--- config.mk ---
export PLATFORM = sky130hd
export DESIGN_NAME = ata_taskfile_command_issuer_unit
export DESIGN_NICKNAME = d
export VERILOG_FILES = /design/src/design/atatf_pkg.sv /design/src/design/atatf_decode.sv /design/src/design/atatf_sequencer.sv /design/src/design/ata_taskfile_command_issuer_unit.sv
export SDC_FILE = /design/constraint.sdc
export NUM_CORES = 1
export LEC_CHECK = 0
export BUFFER_PORTS_ARGS = -buffer_cell sky130_fd_sc_hd__buf_2
export CORE_MARGIN = 5
export CORE_UTILIZATION = 56
export DETAILED_ROUTE_END_ITERATION = 10
export HOLD_SLACK_MARGIN = 0.15
export MAX_ROUTING_LAYER = met4
export PLACE_DENSITY = 0.74
export SYNTH_ARGS = -nofsm -noshare
export SYNTH_HDL_FRONTEND = slang
export SYNTH_SLANG_ARGS = --single-unit
export TNS_END_PERCENT = 10
--- constraint.sdc ---
create_clock -name clk -period 7.54 [get_ports clk]
set_input_delay 1.131 -clock clk [delete_from_list [all_inputs] [get_ports clk]]
set_output_delay 1.131 -clock clk [all_outputs]
set_load 0.01 [all_outputs]
--- src/design/atatf_pkg.sv ---
// ----------------------------------------------------------------------------
// ATA task-file issuer package
// Shared types, register offsets, task-file byte codes and the constants of
// the CHS address split.
// ----------------------------------------------------------------------------
package atatf_pkg;

  // Request field widths
  localparam int ADDR_W  = 48;
  localparam int COUNT_W = 8;
  localparam int MASK_W  = 4;
  localparam int OFF_W   = 3;
  localparam int BYTE_W  = 8;

  // Addresses at or above 2**28 need 48-bit addressing
  localparam int LBA28_W = 28;

  // addr / 63 as (addr * RECIP63) >> RECIP_SHIFT, exact for any 28-bit addr
  localparam int              RECIP_W     = 29;
  localparam logic [RECIP_W-1:0] RECIP63  = 29'd272696337;
  localparam int              RECIP_SHIFT = 34;
  localparam int              PROD_W      = LBA28_W + RECIP_W;
  localparam int              QUOT_W      = 23;

  // Port blocks
  localparam logic BLK_CMD  = 1'b0;
  localparam logic BLK_CTRL = 1'b1;

  // Register offsets
  localparam logic [OFF_W-1:0] OFF_DEV_CTRL  = 3'd2;
  localparam logic [OFF_W-1:0] OFF_SECCOUNT  = 3'd2;
  localparam logic [OFF_W-1:0] OFF_LBA0      = 3'd3;
  localparam logic [OFF_W-1:0] OFF_LBA1      = 3'd4;
  localparam logic [OFF_W-1:0] OFF_LBA2      = 3'd5;
  localparam logic [OFF_W-1:0] OFF_DRV_HEAD  = 3'd6;
  localparam logic [OFF_W-1:0] OFF_COMMAND   = 3'd7;

  // Byte codes
  localparam logic [BYTE_W-1:0] CTRL_NIEN     = 8'h02;
  localparam logic [BYTE_W-1:0] CTRL_HOB_NIEN = 8'h82;
  localparam logic [BYTE_W-1:0] SEL_CHS       = 8'hA0;
  localparam logic [BYTE_W-1:0] SEL_LBA       = 8'hE0;
  localparam logic [BYTE_W-1:0] CMD_READ      = 8'h20;
  localparam logic [BYTE_W-1:0] CMD_READ_EXT  = 8'h24;
  localparam logic [BYTE_W-1:0] CMD_WRITE     = 8'h30;
  localparam logic [BYTE_W-1:0] CMD_WRITE_EXT = 8'h34;

  typedef enum logic [1:0] {
    MODE_CHS,
    MODE_LBA28,
    MODE_LBA48
  } mode_t;

  // One entry per task-file write of the longest (48-bit) run
  typedef enum logic [4:0] {
    STP_NIEN,
    STP_SELECT,
    STP_HOB_CNT,
    STP_HI_CNT,
    STP_LOB_CNT,
    STP_HOB_L3,
    STP_HI_L3,
    STP_LOB_L3,
    STP_HOB_L4,
    STP_HI_L4,
    STP_LOB_L4,
    STP_HOB_L5,
    STP_HI_L5,
    STP_LOB_L5,
    STP_COUNT,
    STP_LBA0,
    STP_LBA1,
    STP_LBA2,
    STP_CMD
  } step_t;

  // Decoded command handed to the sequencer
  typedef struct packed {
    logic              channel;
    mode_t             mode;
    logic [BYTE_W-1:0] count;
    logic [BYTE_W-1:0] select;
    logic [BYTE_W-1:0] lba0;
    logic [BYTE_W-1:0] lba1;
    logic [BYTE_W-1:0] lba2;
    logic [BYTE_W-1:0] lba3;
    logic [BYTE_W-1:0] lba4;
    logic [BYTE_W-1:0] lba5;
    logic [BYTE_W-1:0] opcode;
  } cmd_t;

endpackage

--- src/design/atatf_decode.sv ---
// ----------------------------------------------------------------------------
// ATA task-file request decode
// Two-stage pipeline: capture the request and pick the addressing mode, then
// divide the address by 63 and build the task-file bytes of the command.
// ----------------------------------------------------------------------------
module atatf_decode (
  input  logic                             clk,
  input  logic                             rst_n,
  input  logic [atatf_pkg::MASK_W-1:0]     lba_capable_mask,
  input  logic                             in_valid,
  output logic                             in_ready,
  input  logic [atatf_pkg::ADDR_W-1:0]     in_block_address,
  input  logic [atatf_pkg::COUNT_W-1:0]    in_sector_count,
  input  logic                             in_is_write,
  input  logic                             in_drive_select,
  input  logic                             in_channel_select,
  output logic                             cmd_valid,
  input  logic                             cmd_ready,
  output atatf_pkg::cmd_t                  cmd
);

  // Stage 1 registers
  logic                             s1_valid_r;
  logic [atatf_pkg::ADDR_W-1:0]     s1_addr_r;
  logic [atatf_pkg::COUNT_W-1:0]    s1_count_r;
  logic                             s1_wr_r;
  logic                             s1_drv_r;
  logic                             s1_ch_r;
  atatf_pkg::mode_t                 s1_mode_r;

  // Stage 2 registers
  logic                             s2_valid_r;
  logic [atatf_pkg::ADDR_W-1:0]     s2_addr_r;
  logic [atatf_pkg::COUNT_W-1:0]    s2_count_r;
  logic                             s2_wr_r;
  logic                             s2_drv_r;
  logic                             s2_ch_r;
  atatf_pkg::mode_t                 s2_mode_r;
  logic [atatf_pkg::QUOT_W-1:0]     s2_quot_r;

  logic                             s1_ready;
  logic                             s2_ready;
  atatf_pkg::mode_t                 in_mode;
  logic [atatf_pkg::PROD_W-1:0]     prod;
  logic [atatf_pkg::LBA28_W-1:0]    rem;
  logic [atatf_pkg::BYTE_W-1:0]     sector;
  logic [3:0]                       head;

  // Backpressure: a stage takes new data when empty or draining
  assign s2_ready = !s2_valid_r || cmd_ready;
  assign s1_ready = !s1_valid_r || s2_ready;
  assign in_ready = s1_ready;

  // Pick the addressing mode from the address range and the drive's bit
  always_comb begin
    if (in_block_address[atatf_pkg::ADDR_W-1:atatf_pkg::LBA28_W] != '0) begin
      in_mode = atatf_pkg::MODE_LBA48;
    end else if (lba_capable_mask[{in_channel_select, in_drive_select}]) begin
      in_mode = atatf_pkg::MODE_LBA28;
    end else begin
      in_mode = atatf_pkg::MODE_CHS;
    end
  end

  // Stage valid flags
  always_ff @(posedge clk) begin
    if (!rst_n) begin
      s1_valid_r <= 1'b0;
      s2_valid_r <= 1'b0;
    end else begin
      if (s1_ready) begin
        s1_valid_r <= in_valid;
      end
      if (s2_ready) begin
        s2_valid_r <= s1_valid_r;
      end
    end
  end

  // Reciprocal multiply for addr / 63
  assign prod = atatf_pkg::PROD_W'(s1_addr_r[atatf_pkg::LBA28_W-1:0])
              * atatf_pkg::PROD_W'(atatf_pkg::RECIP63);

  // Stage payloads
  always_ff @(posedge clk) begin
    if (s1_ready) begin
      s1_addr_r  <= in_block_address;
      s1_count_r <= in_sector_count;
      s1_wr_r    <= in_is_write;
      s1_drv_r   <= in_drive_select;
      s1_ch_r    <= in_channel_select;
      s1_mode_r  <= in_mode;
    end
    if (s2_ready) begin
      s2_addr_r  <= s1_addr_r;
      s2_count_r <= s1_count_r;
      s2_wr_r    <= s1_wr_r;
      s2_drv_r   <= s1_drv_r;
      s2_ch_r    <= s1_ch_r;
      s2_mode_r  <= s1_mode_r;
      s2_quot_r  <= prod[atatf_pkg::PROD_W-1:atatf_pkg::RECIP_SHIFT];
    end
  end

  // CHS split: sector = addr - 63*q + 1, head = q mod 16, cylinder = q / 16
  assign rem = s2_addr_r[atatf_pkg::LBA28_W-1:0]
             - (atatf_pkg::LBA28_W'({s2_quot_r, 6'b0})
                - atatf_pkg::LBA28_W'(s2_quot_r));
  assign sector = {2'b00, rem[5:0]} + 8'd1;

  // Build the task-file bytes
  always_comb begin
    cmd         = '0;
    cmd.channel = s2_ch_r;
    cmd.mode    = s2_mode_r;
    cmd.count   = s2_count_r;
    head        = 4'd0;
    case (s2_mode_r)
      atatf_pkg::MODE_LBA48: begin
        cmd.lba0 = s2_addr_r[7:0];
        cmd.lba1 = s2_addr_r[15:8];
        cmd.lba2 = s2_addr_r[23:16];
        cmd.lba3 = s2_addr_r[31:24];
        cmd.lba4 = s2_addr_r[39:32];
        cmd.lba5 = s2_addr_r[47:40];
      end
      atatf_pkg::MODE_LBA28: begin
        cmd.lba0 = s2_addr_r[7:0];
        cmd.lba1 = s2_addr_r[15:8];
        cmd.lba2 = s2_addr_r[23:16];
        head     = s2_addr_r[27:24];
      end
      default: begin
        cmd.lba0 = sector;
        cmd.lba1 = s2_quot_r[11:4];
        cmd.lba2 = s2_quot_r[19:12];
        head     = s2_quot_r[3:0];
      end
    endcase
    cmd.select = ((s2_mode_r == atatf_pkg::MODE_CHS) ? atatf_pkg::SEL_CHS
                                                      : atatf_pkg::SEL_LBA)
               | {3'b000, s2_drv_r, head};
    if (s2_mode_r == atatf_pkg::MODE_LBA48) begin
      cmd.opcode = s2_wr_r ? atatf_pkg::CMD_WRITE_EXT : atatf_pkg::CMD_READ_EXT;
    end else begin
      cmd.opcode = s2_wr_r ? atatf_pkg::CMD_WRITE : atatf_pkg::CMD_READ;
    end
  end

  assign cmd_valid = s2_valid_r;

endmodule

--- src/design/atatf_sequencer.sv ---
// ----------------------------------------------------------------------------
// ATA task-file write sequencer
// Holds one decoded command and steps its writes into the output register,
// one per cycle unless stalled. Loads the next command on the last write.
// ----------------------------------------------------------------------------
module atatf_sequencer (
  input  logic                            clk,
  input  logic                            rst_n,
  input  logic                            cmd_valid,
  output logic                            cmd_ready,
  input  atatf_pkg::cmd_t                 cmd,
  output logic                            out_valid,
  input  logic                            out_ready,
  output logic                            out_port_channel,
  output logic                            out_port_block,
  output logic [atatf_pkg::OFF_W-1:0]     out_port_offset,
  output logic [atatf_pkg::BYTE_W-1:0]    out_write_data,
  output logic                            out_last_write
);

  logic                            busy_r;
  logic                            busy_nxt;
  atatf_pkg::step_t                step_r;
  atatf_pkg::step_t                step_nxt;
  atatf_pkg::cmd_t                 cmd_r;
  logic                            out_valid_r;
  logic                            out_valid_nxt;
  logic                            out_channel_r;
  logic                            out_block_r;
  logic [atatf_pkg::OFF_W-1:0]     out_offset_r;
  logic [atatf_pkg::BYTE_W-1:0]    out_data_r;
  logic                            out_last_r;

  logic                            out_adv;
  logic                            emit;
  logic                            run_done;
  logic                            load;
  logic                            wr_block;
  logic [atatf_pkg::OFF_W-1:0]     wr_offset;
  logic [atatf_pkg::BYTE_W-1:0]    wr_data;
  logic                            wr_last;

  // Output register frees up when empty or being taken
  assign out_adv   = !out_valid_r || out_ready;
  assign emit      = busy_r && out_adv;
  assign run_done  = emit && (step_r == atatf_pkg::STP_CMD);
  assign cmd_ready = !busy_r || run_done;
  assign load      = cmd_valid && cmd_ready;

  // Register write for the current step
  always_comb begin
    wr_block  = atatf_pkg::BLK_CMD;
    wr_offset = atatf_pkg::OFF_SECCOUNT;
    wr_data   = '0;
    wr_last   = 1'b0;
    case (step_r)
      atatf_pkg::STP_NIEN, atatf_pkg::STP_LOB_CNT, atatf_pkg::STP_LOB_L3,
      atatf_pkg::STP_LOB_L4, atatf_pkg::STP_LOB_L5: begin
        wr_block  = atatf_pkg::BLK_CTRL;
        wr_offset = atatf_pkg::OFF_DEV_CTRL;
        wr_data   = atatf_pkg::CTRL_NIEN;
      end
      atatf_pkg::STP_HOB_CNT, atatf_pkg::STP_HOB_L3, atatf_pkg::STP_HOB_L4,
      atatf_pkg::STP_HOB_L5: begin
        wr_block  = atatf_pkg::BLK_CTRL;
        wr_offset = atatf_pkg::OFF_DEV_CTRL;
        wr_data   = atatf_pkg::CTRL_HOB_NIEN;
      end
      atatf_pkg::STP_SELECT: begin
        wr_offset = atatf_pkg::OFF_DRV_HEAD;
        wr_data   = cmd_r.select;
      end
      atatf_pkg::STP_HI_CNT: begin
        wr_offset = atatf_pkg::OFF_SECCOUNT;
        wr_data   = '0;
      end
      atatf_pkg::STP_HI_L3: begin
        wr_offset = atatf_pkg::OFF_LBA0;
        wr_data   = cmd_r.lba3;
      end
      atatf_pkg::STP_HI_L4: begin
        wr_offset = atatf_pkg::OFF_LBA1;
        wr_data   = cmd_r.lba4;
      end
      atatf_pkg::STP_HI_L5: begin
        wr_offset = atatf_pkg::OFF_LBA2;
        wr_data   = cmd_r.lba5;
      end
      atatf_pkg::STP_COUNT: begin
        wr_offset = atatf_pkg::OFF_SECCOUNT;
        wr_data   = cmd_r.count;
      end
      atatf_pkg::STP_LBA0: begin
        wr_offset = atatf_pkg::OFF_LBA0;
        wr_data   = cmd_r.lba0;
      end
      atatf_pkg::STP_LBA1: begin
        wr_offset = atatf_pkg::OFF_LBA1;
        wr_data   = cmd_r.lba1;
      end
      atatf_pkg::STP_LBA2: begin
        wr_offset = atatf_pkg::OFF_LBA2;
        wr_data   = cmd_r.lba2;
      end
      atatf_pkg::STP_CMD: begin
        wr_offset = atatf_pkg::OFF_COMMAND;
        wr_data   = cmd_r.opcode;
        wr_last   = 1'b1;
      end
      default: begin
        wr_block  = atatf_pkg::BLK_CMD;
        wr_offset = atatf_pkg::OFF_SECCOUNT;
        wr_data   = '0;
        wr_last   = 1'b0;
      end
    endcase
  end

  // Advance the step; skip the high-order block outside 48-bit mode
  always_comb begin
    busy_nxt      = busy_r;
    step_nxt      = step_r;
    out_valid_nxt = out_valid_r;
    if (out_adv) begin
      out_valid_nxt = busy_r;
    end
    if (emit) begin
      if (step_r == atatf_pkg::STP_SELECT && cmd_r.mode != atatf_pkg::MODE_LBA48) begin
        step_nxt = atatf_pkg::STP_COUNT;
      end else begin
        step_nxt = atatf_pkg::step_t'(5'(step_r + 5'd1));
      end
    end
    if (run_done) begin
      busy_nxt = 1'b0;
    end
    if (load) begin
      busy_nxt = 1'b1;
      step_nxt = atatf_pkg::STP_NIEN;
    end
  end

  // Control state
  always_ff @(posedge clk) begin
    if (!rst_n) begin
      busy_r      <= 1'b0;
      step_r      <= atatf_pkg::STP_NIEN;
      out_valid_r <= 1'b0;
    end else begin
      busy_r      <= busy_nxt;
      step_r      <= step_nxt;
      out_valid_r <= out_valid_nxt;
    end
  end

  // Hold the command; latch each write into the output register
  always_ff @(posedge clk) begin
    if (load) begin
      cmd_r <= cmd;
    end
    if (emit) begin
      out_channel_r <= cmd_r.channel;
      out_block_r   <= wr_block;
      out_offset_r  <= wr_offset;
      out_data_r    <= wr_data;
      out_last_r    <= wr_last;
    end
  end

  assign out_valid        = out_valid_r;
  assign out_port_channel = out_channel_r;
  assign out_port_block   = out_block_r;
  assign out_port_offset  = out_offset_r;
  assign out_write_data   = out_data_r;
  assign out_last_write   = out_last_r;

endmodule

--- src/design/ata_taskfile_command_issuer_unit.sv ---
// ----------------------------------------------------------------------------
// ATA task-file command issuer
// Turns one PIO transfer request into the ordered run of task-file register
// writes (control, drive/head, 48-bit high bytes, count, LBA, command).
//
//   channel   direction  handshake          transfer
//   in_*      input      in_valid/ready     one transfer request
//   out_*     output     out_valid/ready    one task-file register write
//   cfg_*     input      cfg_wr_en          per-drive LBA capable mask
//
// A run is 7 register writes (CHS, LBA28) or 19 (LBA48), one write per cycle
// while out_ready allows, set by the sequencer's single write port. Runs
// follow back to back: the next request is decoded while the current run is
// still going out. A stall on out_ready holds the run and backs up into
// in_ready. Synchronous reset clears the mask and empties every stage.
// ----------------------------------------------------------------------------
module ata_taskfile_command_issuer_unit (
  input  logic                            clk,
  input  logic                            rst_n,
  input  logic                            cfg_wr_en,
  input  logic [atatf_pkg::MASK_W-1:0]    cfg_wr_data,
  input  logic                            in_valid,
  output logic                            in_ready,
  input  logic [atatf_pkg::ADDR_W-1:0]    in_block_address,
  input  logic [atatf_pkg::COUNT_W-1:0]   in_sector_count,
  input  logic                            in_is_write,
  input  logic                            in_drive_select,
  input  logic                            in_channel_select,
  output logic                            out_valid,
  input  logic                            out_ready,
  output logic                            out_port_channel,
  output logic                            out_port_block,
  output logic [atatf_pkg::OFF_W-1:0]     out_port_offset,
  output logic [atatf_pkg::BYTE_W-1:0]    out_write_data,
  output logic                            out_last_write
);

  logic [atatf_pkg::MASK_W-1:0] lba_capable_mask_r;
  logic                         cmd_valid;
  logic                         cmd_ready;
  atatf_pkg::cmd_t              cmd;

  // LBA capable mask
  always_ff @(posedge clk) begin
    if (!rst_n) begin
      lba_capable_mask_r <= '0;
    end else if (cfg_wr_en) begin
      lba_capable_mask_r <= cfg_wr_data;
    end
  end

  atatf_decode u_decode (
    .clk               (clk),
    .rst_n             (rst_n),
    .lba_capable_mask  (lba_capable_mask_r),
    .in_valid          (in_valid),
    .in_ready          (in_ready),
    .in_block_address  (in_block_address),
    .in_sector_count   (in_sector_count),
    .in_is_write       (in_is_write),
    .in_drive_select   (in_drive_select),
    .in_channel_select (in_channel_select),
    .cmd_valid         (cmd_valid),
    .cmd_ready         (cmd_ready),
    .cmd               (cmd)
  );

  atatf_sequencer u_sequencer (
    .clk              (clk),
    .rst_n            (rst_n),
    .cmd_valid        (cmd_valid),
    .cmd_ready        (cmd_ready),
    .cmd              (cmd),
    .out_valid        (out_valid),
    .out_ready        (out_ready),
    .out_port_channel (out_port_channel),
    .out_port_block   (out_port_block),
    .out_port_offset  (out_port_offset),
    .out_write_data   (out_write_data),
    .out_last_write   (out_last_write)
  );

endmodule

==> flow_summary.ini, run 1 <==
[yosys]
synthFlopType = edfxtp_1
syn_inst = 1046
synth.net_count = 1358
yosysTopAreaCell = edfxtp_1
synth_seq_cells = 236
avgSynthCellArea_um2 = 13.1
synthTopCellsByArea = edfxtp_1 (49%), ha_1 (17%), fa_1 (8.6%), inv_1 (3.9%), dfxtp_1 (1.9%)
synth_cell_types = 66
synth_top_area_share_pct = 48.7
netlist_area_um2 = 13700
synth-edff-count = 223
async_reset_ff_share_pct = 0
seq_area_frac_synth_pct = 50.6
yosysWarningCount = 0

[place]
pre_cts_ws_ps = 2250
portBuffers = 83
routabilityCongestion = 0.923
dp_hpwl_mm = 21.9

[clock_tree]
numCtsBuffers = 26
cts_resized = 0
clock_latency_ps = 540
cts_hold_buf = 0
clk_pin_slew_worst_paths_ps = 60
tritoncts = built
root_buffer = clkbuf_16
cts_setup_buffers = 0
cts_buffer_depth = 3
htree_levels = 1
clock-sinks = 236

[cells_and_area]
num_antenna_cells = 0
drive_gt1_share_pct = 14.6
layout_common_cells = edfxtp_1 (223), ha_1 (185), inv_1 (143)
area_delta_synth_final_pct = 12.3
fin_nets = 1456
final_common_cell = edfxtp_1

[grt]
grt_max_degree = 82
antenna_found_initial = 0
grt_overflow = 0
grt_use_total_pct = 21.7
grt_pass1_vias = 8522
grt_pass1_wl_mm = 46.3

[setup_path]
reg2reg_slack_ps = 2250
worstSetupEndpointType = flop
crit_path_cell_trace = ha_1 > inv_1 > fa_1 > fa_1 > inv_1 > fa_1 > inv_1 > fa_1 > inv_1 > ha_1 > and3_1 > and3_4 > nand3_1 > nand3b_1 > o21a_1 > o31ai_2 > o21ai_1 > xor2_1
critPathKind = flop to flop
crit_slowest_cell = fa_1
path_delay_family = adder cells
max_stage_delay_ps = 550
crit_arrival_ps = 5560
start_kind = flop
critPathBufInv = 4
critPathRequiredTime_ps = 7810
crit_fanout = 5

[floorplan]
rows = 57
die-area_um2 = 27800
io_pins = 84
die_h_um = 167
coreArea_um2 = 24200
die_x_um = 167
start_util_pct = 56.7

[timing]
period_share_pct = 70.2
finClkSkew_ps = 24.3
setup_tns_ps = 0
max_clock_freq_ghz = 0.189
setup_ws_ps = 2250
slew_viol_final = 0
slew_headroom_pct = 20.4
fin_crit_ps = 5290
rsz0062_at_grt = false
finalHoldViolations = 0
worst_pin_slew_ps = 1190
setup_viol = 0

[detailed_routing]
totalWireLength_mm = 29.4
ant_nets = 0
post_drt_wl_per_cell_um = 19.8
dr.pass1.iters = 5
drcViolationCount = 0
dr_total_vias = 8375
viasPerCell = 5.63
drtIter0Drc = 680

[power]
p_leak_nw = 6.79
clkPwrFrac_pct = 28.6
switching_share_pct = 33.2
power_w = 0.00452
power_frac_seq_pct = 36.4
p_int_w = 0.00302
combPwrFrac_pct = 35.0
p_per_area_nw_per_um2 = 293
power.switching_w = 0.00150
peakVddDrop_v = 0.000231

[outcome]
status = finished, final reports clean

[worst_hold_path]
worstHoldPathType = flop to flop

[job]
max-cap-violations = 0
==> power by group through the flow <==
| stage | Clock, W | Sequential, W | Combinational (W) |
|---|---|---|---|
| 2_1_floorplan | 0 | 0.00164 | 0.00121 |
| 4_1_cts | 0.00132 | 0.00165 | 0.00158 |
| 6_report | 0.00129 | 0.00164 | 0.00158 |
| 5_1_grt | 0.00138 | 0.00165 | 0.00179 |
| 3_3_place_gp | 0 | 0.00167 | 0.00152 |
| 3_5_place_dp | 0 | 0.00167 | 0.00155 |
==> sequential cells by signal, indices dropped and copies added (netlist names), 3 cells and up <==
| register | flops |
|---|---|
| u_sequencer.cmd_r | 67 |
| u_sequencer.step_r | 5 |
| u_decode.s1_addr_r | 48 |
| u_decode.s2_addr_r | 48 |
| lba_capable_mask_r | 4 |
| u_decode.s2_quot_r | 20 |
| u_sequencer.out_port_offset | 3 |
| u_sequencer.out_write_data | 8 |
| u_decode.s2_count_r | 8 |
| u_decode.s1_count_r | 8 |
==> cells in the mapped netlist, types with 13 or more instances <==
master      n
edfxtp_1  223
xnor2_1    16
a21o_1     17
nand3_1    29
nor2_1     30
mux2_2     17
o21ai_0    24
dfxtp_1    13
and2_1     27
clkbuf_1   14
a21oi_1    44
fa_1       59
ha_1      185
xor2_1     13
nand2_1    40
inv_1     143
==> per-layer routing <==
metal | vias to the layer above | global-route usage (%) | part of all wire, %
met5 | - | - | 0
met4 | 0 | 5.16 | 2.1
met2 | 219 | 34.8 | 47
met3 | 45 | 3.13 | 5.4
met1 | 4106 | 29.7 | 45
li1 | 4005 | - | -
==> kinds of logic after synthesis <==
family	Yosys count	synth area share, %
AO/OA/AOI/OAI	172	8.83
XOR/XNOR	29	1.85
adder cells (fa/ha/maj)	244	25.4
buffers and inverters	159	4.35
flip-flops	236	50.6
multiplexers	22	1.85
AND/OR/NAND/NOR	184	7.10
==> metrics by stage <==
| step | cells | utilization [%] | instance area, µm² | hold WS (ps) |
|---|---|---|---|---|
| floorplan | 1046 | - | 13700 | 400 |
| global placement | 1440 | 60.0 | 14600 | 402 |
| detailed placement | 1440 | 60.0 | 14600 | 405 |
| CTS | 1487 | 63.7 | 15400 | 411 |
| global route | 1487 | 63.7 | 15400 | 417 |
| finish | 1487 | 63.7 | 15400 | 405 |
==> worst paths after layout <==
check / cells after the start / endpoint / from
max: 18 / u_decode.s2_quot_r[17] / u_decode.s1_addr_r[21]
min: 0 / u_decode.s2_addr_r[32] / u_decode.s1_addr_r[32]
max reg2reg: 18 / u_decode.s2_quot_r[17] / u_decode.s1_addr_r[21]
min reg2reg: 0 / u_decode.s2_addr_r[32] / u_decode.s1_addr_r[32]
==> worst register-to-register path, stage by stage (launching register included) <==
cell and delay [ps]:
edfxtp_1 450, ha_1 340, inv_1 70, fa_1 530, fa_1 550, inv_1 70
fa_1 500, inv_1 50, fa_1 530, inv_1 40, ha_1 340, and3_1 190
and3_4 210, nand3_1 90, nand3b_1 100, o21a_1 250, o31ai_2 440, o21ai_1 150
xor2_1 150
==> layout make-up <==
class / count / area, µm²
Sequential cell: 236 / 6960
Clock buffer: 29 / 662
Timing Repair Buffer: 86 / 438
Inverter: 143 / 537
Tap cell: 324 / 405
Fill cell: 1810 / 8810
Clock inverter: 18 / 221
Multi-Input combinational cell: 651 / 6220
No activity file was read; power rests on OpenSTA's default activity.
==> run 2, diff against run 1 <==
--- a/config.mk
+++ b/config.mk
@@ -5,6 +5,7 @@
 export SDC_FILE = /design/constraint.sdc
 export NUM_CORES = 1
 export LEC_CHECK = 0
+export ABC_AREA = 1
 export BUFFER_PORTS_ARGS = -buffer_cell sky130_fd_sc_hd__buf_2
 export CORE_MARGIN = 5
 export CORE_UTILIZATION = 56
==> constraint.sdc (replaced) <==
create_clock -name clk -period 5.46 [get_ports clk]
set_input_delay 0.819 -clock clk [delete_from_list [all_inputs] [get_ports clk]]
set_output_delay 0.819 -clock clk [all_outputs]
set_load 0.01 [all_outputs]
==> flow_summary.ini, run 2 <==
[outcome]
status = finished, final reports clean

[setup_path]
critPathKind = flop to flop
crit_slowest_cell = fa_1
max_stage_delay_ps = 550
r2r_end = u_decode.s2_quot_r[19]
cpMostUsedCell = inv_1
reg2reg_depth = 19
reg2reg_slack_ps = 640
start_kind = flop
critPathRequiredTime_ps = 5740
crit_arrival_ps = 5100
crit_fanout = 4
worstSetupEndpointType = flop
worstReg2RegStart = u_decode.s1_addr_r[21]
crit_path_cell_trace = ha_1 > inv_1 > fa_1 > fa_1 > inv_1 > fa_1 > inv_1 > fa_1 > inv_1 > ha_1 > nand2_1 > nor2_1 > inv_1 > nor2_1 > nand2_1 > nor2_1 > nand2_1 > nand4_1 > nand2_1

[timing]
finClkSkew_ps = 17.4
max_clock_freq_ghz = 0.208
setup_tns_ps = 0
rsz0062_at_grt = false
period_share_pct = 88.2
slew_headroom_pct = 33.0
worst_pin_slew_ps = 1000
finalHoldViolations = 0
fin_crit_ps = 4820
setup_viol = 0
slew_viol_final = 0

[clock_tree]
tritoncts = built
root_buffer = clkbuf_16
cts_resized = 0
htree_levels = 1
clk_pin_slew_worst_paths_ps = 60
clock-sinks = 236
cts_buffer_depth = 3
numCtsBuffers = 26
cts_setup_buffers = 0
clock_latency_ps = 540
cts_hold_buf = 0

[floorplan]
die_h_um = 178
io_pins = 84
coreArea_um2 = 27800
die_x_um = 178
rows = 61
start_util_pct = 56.8
die-area_um2 = 31700

[cells_and_area]
drive_gt1_share_pct = 8.28
num-fill-cells = 2351
largest_register = u_sequencer.cmd_r
largest_reg_flops = 67
biggestRegsByFlops = u_sequencer.cmd_r (67), u_decode.s1_addr_r (48), u_decode.s2_addr_r (48)
final_util_pct = 62.9
fin_nets = 2188
seqCellArea_um2 = 6960
layout_common_cells = nand2_1 (558), inv_1 (389), edfxtp_1 (223)
final_common_cell = nand2_1
fin_area_um2 = 17500
instances_no_fill = 2275
multiInputGateArea_um2 = 7320
area_delta_synth_final_pct = 10.7

[yosys]
async_reset_ff_share_pct = 0
yosysTopAreaCell = edfxtp_1
avgSynthCellArea_um2 = 8.93
synth_seq_cells = 236
syn_inst = 1769
synthTopCellsByCount = nand2_1 (559), inv_1 (391), edfxtp_1 (223)
synthFlopType = edfxtp_1
synth_top_area_share_pct = 42.4
synth_cell_types = 36
synthTopCellsByArea = edfxtp_1 (42%), ha_1 (15%), nand2_1 (13%), inv_1 (9.3%), fa_1 (7.5%)
netlist_area_um2 = 15800
yosysMostFrequentCell = nand2_1
synth.net_count = 2081
synth-edff-count = 223
seq_area_frac_synth_pct = 44.1
yosysWarningCount = 0

[detailed_routing]
dr.pass1.iters = 5
drcViolationCount = 0
ant_nets = 0
totalWireLength_mm = 40.3
drtIter0Drc = 966
post_drt_wl_per_cell_um = 17.7
dr_total_vias = 11800
viasPerCell = 5.18

[grt]
grt_max_degree = 63
grt_overflow = 0
grt_pass1_wl_mm = 62.7
grt_use_total_pct = 26.8
grt_pass1_vias = 11500
antenna_found_initial = 1

[power]
switching_share_pct = 42.1
combPwrFrac_pct = 44.7
peakVddDrop_v = 0.000332
p_leak_nw = 8.97
p_per_area_nw_per_um2 = 413
clkPwrFrac_pct = 22.7
power.switching_w = 0.00304
power_w = 0.00722
power_frac_seq_pct = 32.5
p_int_w = 0.00418

[worst_hold_path]
hp-start = u_decode.s1_ch_r
worstHoldPathType = flop to flop
worstHoldPathCells = 0
worst_hold_path.endpoint = u_decode.s2_ch_r

[place]
place_area_um2 = 16700
placed_cells = 2226
routabilityCongestion = 1.00
dp_hpwl_mm = 32.6
portBuffers = 83

[job]
max-cap-violations = 0
run 2: cell types whose count changed after synthesis, sizes merged, moves of 17 or more:
cell / delta
inv: +251
a21o: -17
and2: -25
nor2: +72
mux2: -17
nand4: +18
nand2: +526
nand3: +29
run 2: power groups by stage:
stage / sequential [W] / clock (W) / combinational [W]
after global placement: 0.00238 / 0 / 0.00308
after CTS: 0.00234 / 0.00167 / 0.00318
after floorplan: 0.00226 / 0 / 0.00232
final: 0.00235 / 0.00164 / 0.00323
after global routing: 0.00235 / 0.00175 / 0.00366
after detailed placement: 0.00238 / 0 / 0.00316
run 2: kinds of logic after synthesis:
kind of cell,count (synthesis),synth area share [%]
and+or+nand+nor,785,20.5
buffers and inverters,404,9.60
adders and majority gates,244,22.1
DFF,236,44.1
AOI/OAI and AO/OA,92,3.30
xor gates and xnor gates,8,0.444
run 2: final cells by class:
type                    instances  share of cell area [%]
inverters                     396                    8.51
clock inverters                19                   0.773
multi-input cells            1129                    41.9
clock buffers                  29                    3.79
well taps                     378                    2.71
repair buffers                 87                    2.55
diodes                          1                  0.0143
flip-flops and latches        236                    39.8
run 2: worst max path at each step:
stage	slack, ps	cells after the start	from	end
2_1_floorplan	1160	19	u_decode.s1_addr_r[21]	u_decode.s2_quot_r[16]
3_3_place_gp	830	19	u_decode.s1_addr_r[21]	u_decode.s2_quot_r[15]
3_5_place_dp	750	19	u_decode.s1_addr_r[24]	u_decode.s2_quot_r[11]
4_1_cts	710	19	u_decode.s1_addr_r[21]	u_decode.s2_quot_r[19]
5_1_grt	320	19	u_decode.s1_addr_r[21]	u_decode.s2_quot_r[19]
6_report	640	19	u_decode.s1_addr_r[21]	u_decode.s2_quot_r[19]
run 2: layer usage:
layer	track usage, %	share of wire (%)
met4	10.2	4.1
met5	-	0
met2	41.5	46
met1	35.4	42
met3	4.84	8.2
run 2: worst max-delay path, delay by kind of cell (launching register included):
family,cells,cell delay (ps)
buf+inv,5,350
simple gates,8,990
flops,1,440
fa+ha+maj,6,2770
run 2: through the flow:
stage	worst slack, ps	hold WS, ps
final	645	416
after global routing	322	421
after CTS	711	416
after detailed placement	754	405
after global placement	830	402
after floorplan	1160	400
==> run 3, diff against run 2 <==
--- a/config.mk
+++ b/config.mk
@@ -9,10 +9,12 @@
 export BUFFER_PORTS_ARGS = -buffer_cell sky130_fd_sc_hd__buf_2
 export CORE_MARGIN = 5
 export CORE_UTILIZATION = 56
+export CTS_BUF_LIST = sky130_fd_sc_hd__clkbuf_8
 export DETAILED_ROUTE_END_ITERATION = 10
 export HOLD_SLACK_MARGIN = 0.15
 export MAX_ROUTING_LAYER = met4
 export PLACE_DENSITY = 0.74
+export REMOVE_ABC_BUFFERS = 1
 export SYNTH_ARGS = -nofsm -noshare
 export SYNTH_HDL_FRONTEND = slang
 export SYNTH_SLANG_ARGS = --single-unit
==> flow_summary.ini, run 3 (synthesized netlist as in run 2, its figures left out) <==
[outcome]
status = finished, final reports clean

[power]
power.switching_w = 0.00305
clkPwrFrac_pct = 22.6
p_per_area_nw_per_um2 = 410
p_leak_nw = 9.03
peakVddDrop_v = 0.000241
p_int_w = 0.00413
power_frac_seq_pct = 32.5
switching_share_pct = 42.5
combPwrFrac_pct = 45.0

[timing]
rsz0062_at_grt = false
worst_pin_slew_ps = 1020
finalHoldViolations = 0
fin_crit_ps = 4820
period_share_pct = 88.2
setup_tns_ps = 0
slew_viol_final = 0
setup_viol = 0
finClkSkew_ps = 37.2
slew_headroom_pct = 31.7
hold-worst-slack_ps = 412
setup_ws_ps = 644
max_clock_freq_ghz = 0.208

[cells_and_area]
largest_reg_flops = 67
layout_common_cells = nand2_1 (558), inv_1 (403), edfxtp_1 (223)
largest_register = u_sequencer.cmd_r
num-fill-cells = 2374
fin_area_um2 = 17500
num_antenna_cells = 0
area_delta_synth_final_pct = 10.8
drive_gt1_share_pct = 9.00
fin_nets = 2204
final_common_cell = nand2_1
biggestRegsByFlops = u_sequencer.cmd_r (67), u_decode.s1_addr_r (48), u_decode.s2_addr_r (48)

[detailed_routing]
drcViolationCount = 0
drtIter0Drc = 980
ant_nets = 0
dr.pass1.iters = 5
viasPerCell = 5.15
totalWireLength_mm = 40.6
post_drt_wl_per_cell_um = 17.6
dr_total_vias = 11900

[job]
max-cap-violations = 0

[clock_tree]
tritoncts = built
htree_levels = 2
numCtsBuffers = 42
cts_hold_buf = 0
clock_latency_ps = 570
clk_pin_slew_worst_paths_ps = 60
root_buffer = clkbuf_8
cts_buffer_depth = 3
cts_setup_buffers = 0
clock-sinks = 236
cts_resized = 0

[floorplan]
coreArea_um2 = 27800
start_util_pct = 56.8
rows = 61
die_h_um = 178
die-area_um2 = 31700
die_x_um = 178
io_pins = 84

[place]
place_area_um2 = 16700
dp_hpwl_mm = 32.5
portBuffers = 83
pre_cts_ws_ps = 687
routabilityCongestion = 1.02

[grt]
grt_overflow = 0
antenna_found_initial = 0
grt_pass1_vias = 11700
grt_max_degree = 63
grt_use_total_pct = 26.7
grt_pass1_wl_mm = 62.8

[setup_path]
critPathKind = flop to flop
worstSetupEndpointType = flop
start_kind = flop
crit_slowest_cell = fa_1
crit_arrival_ps = 5120
crit_fanout = 4
crit_path_cell_trace = ha_1 > inv_1 > fa_1 > fa_1 > inv_1 > fa_1 > inv_1 > fa_1 > inv_1 > ha_1 > nand2_1 > nor2_1 > nand2_1 > inv_1 > nand2_1 > nor2_1 > nand2_1 > nand4_1 > nand2_1
critPathRequiredTime_ps = 5770
max_stage_delay_ps = 570

[worst_hold_path]
worstHoldPathType = flop to flop
run 3: per-layer routing:
metal / wire, µm / global-route usage, % / vias up
li1: - / - / 5867
met5: 0 / - / -
met2: 20000 / 45.0 / 404
met4: 1350 / 8.77 / 0
met3: 2600 / 3.13 / 73
met1: 16600 / 33.9 / 5507
run 3: final cells by class:
| type | count | area, µm² | share of cell area, % |
|---|---|---|---|
| multi-input combinational | 1129 | 7320 | 41.8 |
| sequential | 236 | 6960 | 39.7 |
| inverter | 396 | 1490 | 8.50 |
| clock buffer | 45 | 619 | 3.54 |
| tap | 378 | 473 | 2.70 |
| timing repair buffer | 87 | 445 | 2.55 |
| clock inverter | 29 | 200 | 1.14 |
run 3: final timing paths:
kind                            cells past startpoint  slack [ps]                    from                     end
worst min-delay path                                0         410   u_decode.s1_mode_r[0]   u_decode.s2_mode_r[0]
worst min register to register                      0         410   u_decode.s1_mode_r[0]   u_decode.s2_mode_r[0]
worst max register to register                     19         640  u_decode.s1_addr_r[21]  u_decode.s2_quot_r[15]
worst max-delay path                               19         640  u_decode.s1_addr_r[21]  u_decode.s2_quot_r[15]
run 3: power by group through the flow:
stage	sequential [W]	clock, W	combinational, W
global placement	0.00236	0	0.00309
floorplan	0.00226	0	0.00232
detailed placement	0.00236	0	0.00316
finish	0.00233	0.00162	0.00322
global route	0.00233	0.00174	0.00367
CTS	0.00232	0.00165	0.00319
run 3: worst max-delay path, delay by kind of cell, from the launching register on:
family	cells	cell delay (ps)
and+or+nand+nor	8	960
adders and majority gates	6	2820
DFF	1	450
buffers and inverters	5	340
run 3: per-stage QoR:
step | utilization (%) | total power [W] | instances
finish | 63.0 | 0.00717 | 2300
global route | 63.0 | 0.00773 | 2300
detailed placement | 60.0 | 0.00552 | 2226
CTS | 63.0 | 0.00716 | 2300
floorplan | - | 0.00458 | 1761
global placement | 60.0 | 0.00545 | 2226
